`config.mk`:
```
export PLATFORM = sky130hd
export DESIGN_NAME = brace_framed_packet_receiver_flat
export DESIGN_NICKNAME = d
export VERILOG_FILES = /design/src/sv/bfpr_pkg.sv /design/src/sv/bfpr_if.sv /design/src/sv/bfpr_frame_capture.sv /design/src/sv/bfpr_result_reg.sv /design/src/sv/brace_framed_packet_receiver.sv /design/src/flat_wrapper.sv
export SDC_FILE = /design/constraint.sdc
export NUM_CORES = 1
export LEC_CHECK = 0
export ABC_AREA = 1
export BUFFER_PORTS_ARGS = -buffer_cell sky130_fd_sc_hd__buf_2
export CAP_MARGIN = 20
export CORE_ASPECT_RATIO = 1.1
export CORE_MARGIN = 2
export CORE_UTILIZATION = 40
export CTS_BUF_LIST = sky130_fd_sc_hd__clkbuf_8
export CTS_CLUSTER_DIAMETER = 80
export DETAILED_ROUTE_END_ITERATION = 8
export SLEW_MARGIN = 20
export SYNTH_ARGS = -nofsm -noshare
export SYNTH_HDL_FRONTEND = slang
export SYNTH_HIERARCHICAL = 1
export SYNTH_SLANG_ARGS = --single-unit
export TNS_END_PERCENT = 20
```
`constraint.sdc`:
```
create_clock -name clk -period 3.4 [get_ports clk]
set_input_delay 0.34 -clock clk [delete_from_list [all_inputs] [get_ports clk]]
set_output_delay 0.34 -clock clk [all_outputs]
set_load 0.03 [all_outputs]
```
`src/sv/bfpr_pkg.sv`:
```
package bfpr_pkg;

    localparam logic [7:0] OpenMark  = 8'h7B;
    localparam logic [7:0] CloseMark = 8'h7D;
    localparam int         FrameLen  = 9;
    localparam int         SumLen    = 8;
    localparam int         CheckMod  = 100;
    localparam int         CountW    = $clog2(FrameLen + 1);
    localparam int         SumW      = $clog2(CheckMod);

    typedef logic [7:0]        byte_t;
    typedef logic [CountW-1:0] count_t;
    typedef logic [SumW-1:0]   sum_t;
    typedef byte_t [FrameLen-1:0] frame_t;

    typedef struct packed {
        logic fire;
        logic emit;
    } step_t;

endpackage

```
`src/sv/bfpr_if.sv`:
```
interface bfpr_byte_if;
    logic               valid;
    logic               ready;
    bfpr_pkg::byte_t    rx_byte;

    modport source (output valid, output rx_byte, input ready);
    modport sink   (input valid, input rx_byte, output ready);
endinterface

interface bfpr_frame_if;
    logic               valid;
    logic               ready;
    bfpr_pkg::byte_t    dest_id;
    bfpr_pkg::byte_t    command;
    bfpr_pkg::byte_t    arg_one;
    bfpr_pkg::byte_t    arg_two;
    bfpr_pkg::byte_t    arg_three;
    bfpr_pkg::byte_t    arg_four;
    bfpr_pkg::byte_t    arg_five;
    bfpr_pkg::byte_t    arg_six;
    bfpr_pkg::byte_t    check_byte;

    modport source (
        output valid, input ready,
        output dest_id, output command, output arg_one, output arg_two,
        output arg_three, output arg_four, output arg_five, output arg_six,
        output check_byte
    );
    modport sink (
        input valid, output ready,
        input dest_id, input command, input arg_one, input arg_two,
        input arg_three, input arg_four, input arg_five, input arg_six,
        input check_byte
    );
endinterface

```
`src/sv/bfpr_frame_capture.sv`:
```
module bfpr_frame_capture (
    input  logic                    clk,
    input  logic                    rst_n,
    bfpr_byte_if.sink               rx,
    input  logic                    sink_free,
    output bfpr_pkg::step_t         step,
    output bfpr_pkg::frame_t        frame_data
);

    localparam bfpr_pkg::count_t FullCount = bfpr_pkg::count_t'(bfpr_pkg::FrameLen);
    localparam bfpr_pkg::count_t SumCount  = bfpr_pkg::count_t'(bfpr_pkg::SumLen);
    localparam logic [7:0]       Mod8      = 8'(bfpr_pkg::CheckMod);
    localparam logic [7:0]       Mod8x2    = 8'(2 * bfpr_pkg::CheckMod);

    logic               in_valid_reg;
    bfpr_pkg::byte_t    in_byte_reg;
    bfpr_pkg::count_t   count_reg;
    bfpr_pkg::count_t   count_next;
    logic               open_reg;
    logic               open_next;
    bfpr_pkg::sum_t     sum_reg;
    bfpr_pkg::sum_t     sum_next;
    bfpr_pkg::frame_t   store_reg;

    logic               fire;
    logic               is_close;
    logic               is_open;
    bfpr_pkg::count_t   count_mid;
    logic               open_mid;
    logic               wr_en;
    logic [7:0]         byte_mod;
    bfpr_pkg::sum_t     sum_base;
    logic [7:0]         sum_raw;
    logic               check_ok;

    assign fire     = in_valid_reg && sink_free;
    assign rx.ready = !in_valid_reg || sink_free;
    assign is_close = (in_byte_reg == bfpr_pkg::CloseMark);
    assign is_open  = (in_byte_reg == bfpr_pkg::OpenMark);

    assign check_ok = ({1'b0, sum_reg} == store_reg[bfpr_pkg::SumLen]);

    always_comb
    begin
        count_mid = is_close ? '0 : count_reg;
        open_mid  = is_close ? 1'b0 : open_reg;
        wr_en     = open_mid && (count_mid < FullCount);

        count_next = count_mid;
        open_next  = open_mid;
        if (open_mid)
        begin
            if (wr_en)
                count_next = count_mid + 1'b1;
            else
                open_next = 1'b0;
        end
        if (is_open)
        begin
            open_next  = 1'b1;
            count_next = '0;
        end
    end

    // running sum mod 100 of bytes 0..7
    always_comb
    begin
        if (in_byte_reg >= Mod8x2)
            byte_mod = in_byte_reg - Mod8x2;
        else if (in_byte_reg >= Mod8)
            byte_mod = in_byte_reg - Mod8;
        else
            byte_mod = in_byte_reg;

        sum_base = (count_mid == '0) ? '0 : sum_reg;
        sum_raw  = {1'b0, sum_base} + byte_mod;
        if (sum_raw >= Mod8)
            sum_raw = sum_raw - Mod8;

        sum_next = sum_reg;
        if (wr_en && (count_mid < SumCount))
            sum_next = bfpr_pkg::sum_t'(sum_raw);
    end

    always_ff @(posedge clk or negedge rst_n)
    begin
        if (!rst_n)
        begin
            in_valid_reg <= 1'b0;
            count_reg    <= '0;
            open_reg     <= 1'b0;
            sum_reg      <= '0;
        end
        else
        begin
            if (rx.ready)
                in_valid_reg <= rx.valid;
            if (fire)
            begin
                count_reg <= count_next;
                open_reg  <= open_next;
                sum_reg   <= sum_next;
            end
        end
    end

    always_ff @(posedge clk)
    begin
        if (rx.valid && rx.ready)
            in_byte_reg <= rx.rx_byte;
        for (int i = 0; i < bfpr_pkg::FrameLen; i++)
        begin
            if (fire && wr_en && (count_mid == bfpr_pkg::count_t'(i)))
                store_reg[i] <= in_byte_reg;
        end
    end

    assign step.fire  = fire;
    assign step.emit  = is_close && (count_reg == FullCount) && check_ok;
    assign frame_data = store_reg;

    a_count_range: assert property (@(posedge clk) disable iff (!rst_n)
        count_reg <= FullCount)
        else $error("byte count beyond frame length");

    a_sum_range: assert property (@(posedge clk) disable iff (!rst_n)
        sum_reg < bfpr_pkg::sum_t'(bfpr_pkg::CheckMod))
        else $error("running sum not reduced");

    a_close_clears: assert property (@(posedge clk) disable iff (!rst_n)
        (fire && is_close) |=> (count_reg == '0))
        else $error("close byte did not clear count");

endmodule

```
`src/sv/bfpr_result_reg.sv`:
```
module bfpr_result_reg (
    input  logic                    clk,
    input  logic                    rst_n,
    input  bfpr_pkg::step_t         step,
    input  bfpr_pkg::frame_t        frame_data,
    output logic                    sink_free,
    bfpr_frame_if.source            frame
);

    logic               out_valid_reg;
    bfpr_pkg::frame_t   out_data_reg;

    assign sink_free = !out_valid_reg || frame.ready;

    always_ff @(posedge clk or negedge rst_n)
    begin
        if (!rst_n)
            out_valid_reg <= 1'b0;
        else if (sink_free)
            out_valid_reg <= step.fire && step.emit;
    end

    always_ff @(posedge clk)
    begin
        if (step.fire && step.emit)
            out_data_reg <= frame_data;
    end

    assign frame.valid      = out_valid_reg;
    assign frame.dest_id    = out_data_reg[0];
    assign frame.command    = out_data_reg[1];
    assign frame.arg_one    = out_data_reg[2];
    assign frame.arg_two    = out_data_reg[3];
    assign frame.arg_three  = out_data_reg[4];
    assign frame.arg_four   = out_data_reg[5];
    assign frame.arg_five   = out_data_reg[6];
    assign frame.arg_six    = out_data_reg[7];
    assign frame.check_byte = out_data_reg[8];

    a_emit_loads: assert property (@(posedge clk) disable iff (!rst_n)
        (step.fire && step.emit) |=> out_valid_reg)
        else $error("emitted frame not presented");

    a_no_fire_when_full: assert property (@(posedge clk) disable iff (!rst_n)
        step.fire |-> sink_free)
        else $error("step advanced into a full result register");

endmodule

```
`src/sv/brace_framed_packet_receiver.sv`:
```
// A result passes through the input register, then the result register, before it is
//   valid at the output; a full result register that is not taken can hold it in between.
// Throughput: one received byte per cycle; the input side stalls only while a
//   finished frame waits at the output and is not taken.
// Reset (rst_n, async, active low) clears the valid flags, byte count, open flag
//   and running sum; the frame store is not cleared.
module brace_framed_packet_receiver (
    input  logic            clk,
    input  logic            rst_n,
    bfpr_byte_if.sink       rx,
    bfpr_frame_if.source    frame
);

    bfpr_pkg::step_t    step;
    bfpr_pkg::frame_t   frame_data;
    logic               sink_free;

    bfpr_frame_capture u_capture (
        .clk        (clk),
        .rst_n      (rst_n),
        .rx         (rx),
        .sink_free  (sink_free),
        .step       (step),
        .frame_data (frame_data)
    );

    bfpr_result_reg u_result (
        .clk        (clk),
        .rst_n      (rst_n),
        .step       (step),
        .frame_data (frame_data),
        .sink_free  (sink_free),
        .frame      (frame)
    );

endmodule

```
`src/flat_wrapper.sv`:
```
// flat-port wrapper written by rule: the top's interface ports become plain ports
module brace_framed_packet_receiver_flat 
  (clk, rst_n, rx_valid, rx_rx_byte, rx_ready, frame_valid, frame_ready, frame_dest_id, frame_command, frame_arg_one, frame_arg_two, frame_arg_three, frame_arg_four, frame_arg_five, frame_arg_six, frame_check_byte);
  bfpr_byte_if rx_i ();
  bfpr_frame_if frame_i ();
  input  logic clk;
  input  logic rst_n;
  input wire logic [$bits(rx_i.valid)-1:0] rx_valid;
  input wire logic [$bits(rx_i.rx_byte)-1:0] rx_rx_byte;
  output wire logic [$bits(rx_i.ready)-1:0] rx_ready;
  output wire logic [$bits(frame_i.valid)-1:0] frame_valid;
  input wire logic [$bits(frame_i.ready)-1:0] frame_ready;
  output wire logic [$bits(frame_i.dest_id)-1:0] frame_dest_id;
  output wire logic [$bits(frame_i.command)-1:0] frame_command;
  output wire logic [$bits(frame_i.arg_one)-1:0] frame_arg_one;
  output wire logic [$bits(frame_i.arg_two)-1:0] frame_arg_two;
  output wire logic [$bits(frame_i.arg_three)-1:0] frame_arg_three;
  output wire logic [$bits(frame_i.arg_four)-1:0] frame_arg_four;
  output wire logic [$bits(frame_i.arg_five)-1:0] frame_arg_five;
  output wire logic [$bits(frame_i.arg_six)-1:0] frame_arg_six;
  output wire logic [$bits(frame_i.check_byte)-1:0] frame_check_byte;
  assign rx_i.valid = rx_valid;
  assign rx_i.rx_byte = rx_rx_byte;
  assign rx_ready = rx_i.ready;
  assign frame_valid = frame_i.valid;
  assign frame_i.ready = frame_ready;
  assign frame_dest_id = frame_i.dest_id;
  assign frame_command = frame_i.command;
  assign frame_arg_one = frame_i.arg_one;
  assign frame_arg_two = frame_i.arg_two;
  assign frame_arg_three = frame_i.arg_three;
  assign frame_arg_four = frame_i.arg_four;
  assign frame_arg_five = frame_i.arg_five;
  assign frame_arg_six = frame_i.arg_six;
  assign frame_check_byte = frame_i.check_byte;
  brace_framed_packet_receiver u_core (.clk(clk), .rst_n(rst_n), .rx(rx_i), .frame(frame_i));
endmodule
```
## After elaboration in Yosys (flattened, before gate mapping)

Cells that the tools add are included.

| operators by class | value |
|---|---|
| add/subtract/negate cells | 5 |
| multiply operators | 0 |
| div/mod/pow operators | 0 |
| order comparisons | 5 |
| equality and inequality tests | 12 |
| shifts and indexed selects | 0 |
| mux-type cells | 12 |
| bitwise logic cells | 0 |
| reductions and logical operators | 23 |

Operator list:

| kind | number |
|---|---|
| logical AND 1 bit | 17 |
| equality test 4 x 3 -> 1 bit (second input constant) | 4 |
| equality test 8 x 7 -> 1 bit (second input constant) | 2 |
| >= comparator 8 x 7 -> 1 bit (second input constant) | 2 |
| 2-to-1 mux 4 bit | 4 |
| 2-to-1 mux 8 bit | 2 |
| 2-to-1 mux 7 bit | 2 |
| adder 7 x 8 -> 8 bit | 1 |
| equality test 4 x 2 -> 1 bit (second input constant) | 2 |
| equality test 4 bit (second input constant) | 2 |
| equality test 7 x 8 -> 1 bit | 1 |
| >= comparator 8 bit (second input constant) | 1 |
| less-than comparator 4 bit (second input constant) | 2 |
| subtractor 8 x 7 -> 8 bit (second input constant) | 1 |
| subtractor 8 bit (second input constant) | 1 |
| subtractor 7 bit (second input constant) | 1 |
| adder 4 x 1 -> 4 bit (second input constant) | 1 |
| equality test 4 x 1 -> 1 bit (second input constant) | 1 |
| logical NOT 4 bit | 1 |
| 2-to-1 mux 1 bit | 4 |
| logical NOT 1 bit | 2 |
| logical OR 1 bit | 2 |
| AND reduction 2 bit | 1 |

| word-level totals | value |
|---|---|
| flip-flop bits (word level) | 166 |
| bits in latches | 0 |
| RAM bits | 0 |
| bits in read-only memories | 0 |
| input bits | 12 |
| logic and storage cells | 81 |
| memories kept | 0 |

## Depth between registers and ports, before layout

| logic depth | value |
|---|---|
| depth in word-level cells | 7 |
| gate-level depth with buffers | 25 |
| gate-level depth less buffers | 25 |

## By module

The synthesis kept the hierarchy.

By module, submodules not included:

| module | instances | cells each | area an instance (um^2) | seq. area each (um^2) |
|---|---|---|---|---|
| bfpr_frame_capture | 1 | 363 | 4249.1 | 2727.6 |
| bfpr_result_reg | 1 | 78 | 2210.9 | 2187.1 |

## Least setup slack after synthesis

Ideal clock, no wire load.

| timing path | value |
|---|---|
| path type | register to register |
| from | register u_core.u_capture.in_byte_reg[3] |
| to | register u_core.u_capture.sum_reg[4] |
| setup time | 116 ps |
| arrival time | 3401 ps |
| required time | 3284 ps |
| setup slack | -117 ps |
| stages on the path, launching flop included | 23 |
| path buffers | 0 |
| path through | edfxtp_1 > ha_1 > nand3_1 > nor2_4 > nor2_1 > inv_1 > ha_1 > nand2_1 > inv_2 > nor2_1 > ha_1 > inv_1 > fa_1 > xnor2_1 > inv_1 > ha_1 > o21ai_0 > o211ai_4 > nand2_4 > nand2_1 > nand2_1 > nand2_1 > nand2_1 |

| on the way | value |
|---|---|
| word-level cells in the longest chain between the ends | 7 |

Ends and longest elaborated chain:

| element | line | text |
|---|---|---|
| start: declaration | bfpr_frame_capture.sv:16 | `bfpr_pkg::byte_t in_byte_reg;` |
| start signal: assignment | bfpr_frame_capture.sv:110 | `in_byte_reg <= rx.rx_byte;` |
| branches (longest 7 deep; another with subtractor 8 x 7 -> 8 bit) | -- |  |
| end signal: assignment | bfpr_frame_capture.sv:102 | `sum_reg <= sum_next;` |
| end: declaration | bfpr_frame_capture.sv:21 | `bfpr_pkg::sum_t sum_reg;` |

Several ways; the timed one is not identified.
A chain may end at the register's enable or synchronous reset.

## Final worst setup path

| timing path | value |
|---|---|
| from | register u_core.u_capture.in_byte_reg[2] |
| to | register u_core.u_capture.sum_reg[2] |

Same word-level chain as after synthesis.

==> qor.yml <==
status: "complete, no violations"
core_area_um2: 15700
dr_total_vias: 3763
area_delta_synth_final_pct: 23.3
nets: 615
placed_area_um2: 7370
cts_tree: "done"
static-leakage-power_nw: 3.18
io_pins: 86
ys_top_cells_by_area: "edfxtp_1 (71%), dfrtp_1 (5.4%), nand2_1 (4.3%)"
route.detailed.drc: 0
synth-compound-area-share: 0.0347
netlist.area_leader.share: 0.707
gp_congestion: 0.870
yosysMostFrequentCell: "edfxtp_1"
synth_warnings: 6
grt_pass1_vias: 3756
reg2reg_slack_ns: 0.18
routed_via_density: 4.72
synth_top_family_by_area: "simple AND/OR/NAND/NOR gates"
antenna_found_initial: 0
syn_area_um2: 6460
min_path_type: "primary input to register"
drt-total-wl_um: 12400
ys_seq_area_frac: 0.761
clk_pin_slew_ns: 0.09
drv_cap: 0
hp-start: "rx_rx_byte[4]"
worstHoldPathCells: 1
cpPeakStageDelay_ns: 0.40
critPathRequiredTime_ns: 3.73
finalCritPeriodShare: 0.946
hpwl_um: 8710
largest_reg_flops: 72
drtPass1Iterations: 4
crit_chain: "buf_4 -> buf_4 -> inv_4 -> ha_2 -> inv_1 -> nor2_2 -> nand2_1 -> nand2_2 -> nand2_4 -> nand2_2 -> xor2_1 -> ha_1 -> nand3_2 -> nand3_4 -> xnor2_4 -> ha_2 -> nand2_1 -> o21ai_2 -> o211ai_4 -> nand2_4 -> nand2_1 -> nand3_1 -> nand2_1"
r2r_start: "u_core/u_capture/in_byte_reg[2]$_DFFE_PP_"
drv_slew: 0
initial_core_util: 0.411
worstMarginPinSlew_ns: 0.772
drive_gt1_frac: 0.371
wl_per_cell_um: 15.6
avgSynthCellArea_um2: 14.6
fillers: 1332
startpoint_type: "register"
synth_top_cell_by_area: "edfxtp_1"
cts_buffer_depth: 2
synthCells: 441
synth_nets: 473
fin_area_um2: 7970
grt_max_degree: 54
synthAdderAreaFrac: 0.0399
r2r_end: "u_core/u_capture/sum_reg[2]$_DFFE_PN0P_"
grt_pass1_wl_um: 19700
synth_cell_types: 35
clock_latency_ns: 0.44
synth_seq_cells: 166
crit_top_cell: "nand2_1"
crit_type: "register to register"
seq_area_um2: 4910
setup_viol: 0
portBuffers: 85
design.die.area_um2: 17200
ir_drop_mv: 0.298
min_to: "u_core/u_capture/in_byte_reg[4]$_DFFE_PP_"
synth.area.mux_share: 0
cts_root_buffer: "clkbuf_8"
worst_setup_path_end_kind: "register"
critPathSlowestCell: "edfxtp_1"
final-hold-violation-count: 0
num_rows: 48
overflow: 0
multi_input_area_um2: 1420
numCtsBuffers: 17
die_h_um: 137
powerDensity_nw_per_um2: 722
finalClockSkew_ns: 0.0156
relSlewSlack: 0.485
final_util: 0.506
h-tree-depth: 4
critPathMaxFanout: 7
synthSimpleGateAreaFrac: 0.119
period_needed_ns: 3.22
drt-initial-drc-count: 280
r2r_cells: 23
antenna_left: 0
fmax_mhz: 311
synth_edf_count: 152
synth_commonest_cells: "edfxtp_1 (152), nand2_1 (74), inv_1 (44)"
hold_slack_ns: 0.0768
crit_arrival_ns: 3.54
grt_usage: 0.150
synthArstFlopShare: 0.0843
cts_num_sinks: 166
die_w_um: 125
synth_xor_area_frac: 0.00813
ys.flop_type: "edfxtp_1"
[logic make-up after synthesis]
kind of cell             count (synthesis)
AO/OA/AOI/OAI                           33
XOR/XNOR                                 6
adder cells (fa/ha/maj)                 20
buffers and inverters                   62
flip-flops                             166
AND/OR/NAND/NOR                        154
[layout make-up]
cell class / count / share of cell area
flip-flops and latches: 166 / 0.617
multi-input cells: 213 / 0.178
repair buffers: 124 / 0.0936
well taps: 200 / 0.0314
inverters: 61 / 0.0300
clock buffers: 17 / 0.0294
clock inverters: 15 / 0.0206
diodes: 1 / 0.000314
[report_power, final]
group          switching [mW]  total [mW]  internal (mW)
clock network           0.740        1.35          0.610
registers              0.0604        2.43           2.37
logic                    1.19        1.96          0.772
[through the flow]
stage               cells  TNS, ns  setup slack (ns)  total power, mW
floorplan             441        0            0.0454             3.74
global placement      753        0             0.115             4.10
detailed placement    753        0            0.0107             4.14
CTS                   786        0           0.00303             5.51
global route          796   -0.139           -0.0449             6.13
finish                797        0             0.184             5.75
[cell usage in the layout (no fill, tap or decap), types with 8 or more instances in the layout]
cell	instances
a21oi_1	8
buf_2	85
buf_4	36
clkbuf_8	17
dfrtp_1	14
edfxtp_1	152
ha_1	12
inv_1	42
inv_2	15
nand2_1	71
nand2_2	12
nand3_1	16
nand3_2	8
nor2_1	18
nor3_1	8
[worst max path at each step]
stage / startpoint / endpoint / depth (start not counted) / slack, ns
final: u_core/u_capture/in_byte_reg[2]$_DFFE_PP_ / u_core/u_capture/sum_reg[2]$_DFFE_PN0P_ / 23 / 0.18
after global routing: u_core/u_capture/in_byte_reg[7]$_DFFE_PP_ / u_core/u_capture/sum_reg[2]$_DFFE_PN0P_ / 21 / -0.04
after CTS: u_core/u_capture/in_byte_reg[2]$_DFFE_PP_ / u_core/u_capture/sum_reg[5]$_DFFE_PN0P_ / 22 / 0.003
after detailed placement: u_core/u_capture/in_byte_reg[2]$_DFFE_PP_ / u_core/u_capture/sum_reg[4]$_DFFE_PN0P_ / 22 / 0.01
after global placement: u_core/u_capture/in_byte_reg[2]$_DFFE_PP_ / u_core/u_capture/sum_reg[2]$_DFFE_PN0P_ / 21 / 0.11
after floorplan: u_core/u_capture/in_byte_reg[3]$_DFFE_PP_ / u_core/u_capture/sum_reg[4]$_DFFE_PN0P_ / 22 / 0.05
[metal layers]
layer  GRT usage  up-vias  part of all wire
li1            -     1836                 -
met3      0.0330       17             0.043
met1       0.184     1809              0.42
met2       0.255      101              0.51
met4      0.0747        0             0.025
met5           0        -                 0
[timing repair]
action                                 CTS  global route
hold buffers                             1             0
setup endpoints to repair                4             5
buffers inserted                         0            10
gates cloned                             0             0
pin swaps                                1            15
endpoints found under the hold margin   14             0
resized for setup                        2            27
[critical path: cells and delay by family, from the launching register on]
family / cells / cell delay, ns
adders and majority gates: 3 / 0.67
AOI/OAI and AO/OA: 2 / 0.33
DFF: 1 / 0.40
and+or+nand+nor: 12 / 0.91
xor gates and xnor gates: 2 / 0.38
buffers and inverters: 4 / 0.41
No activity file was read; power rests on OpenSTA's default activity.
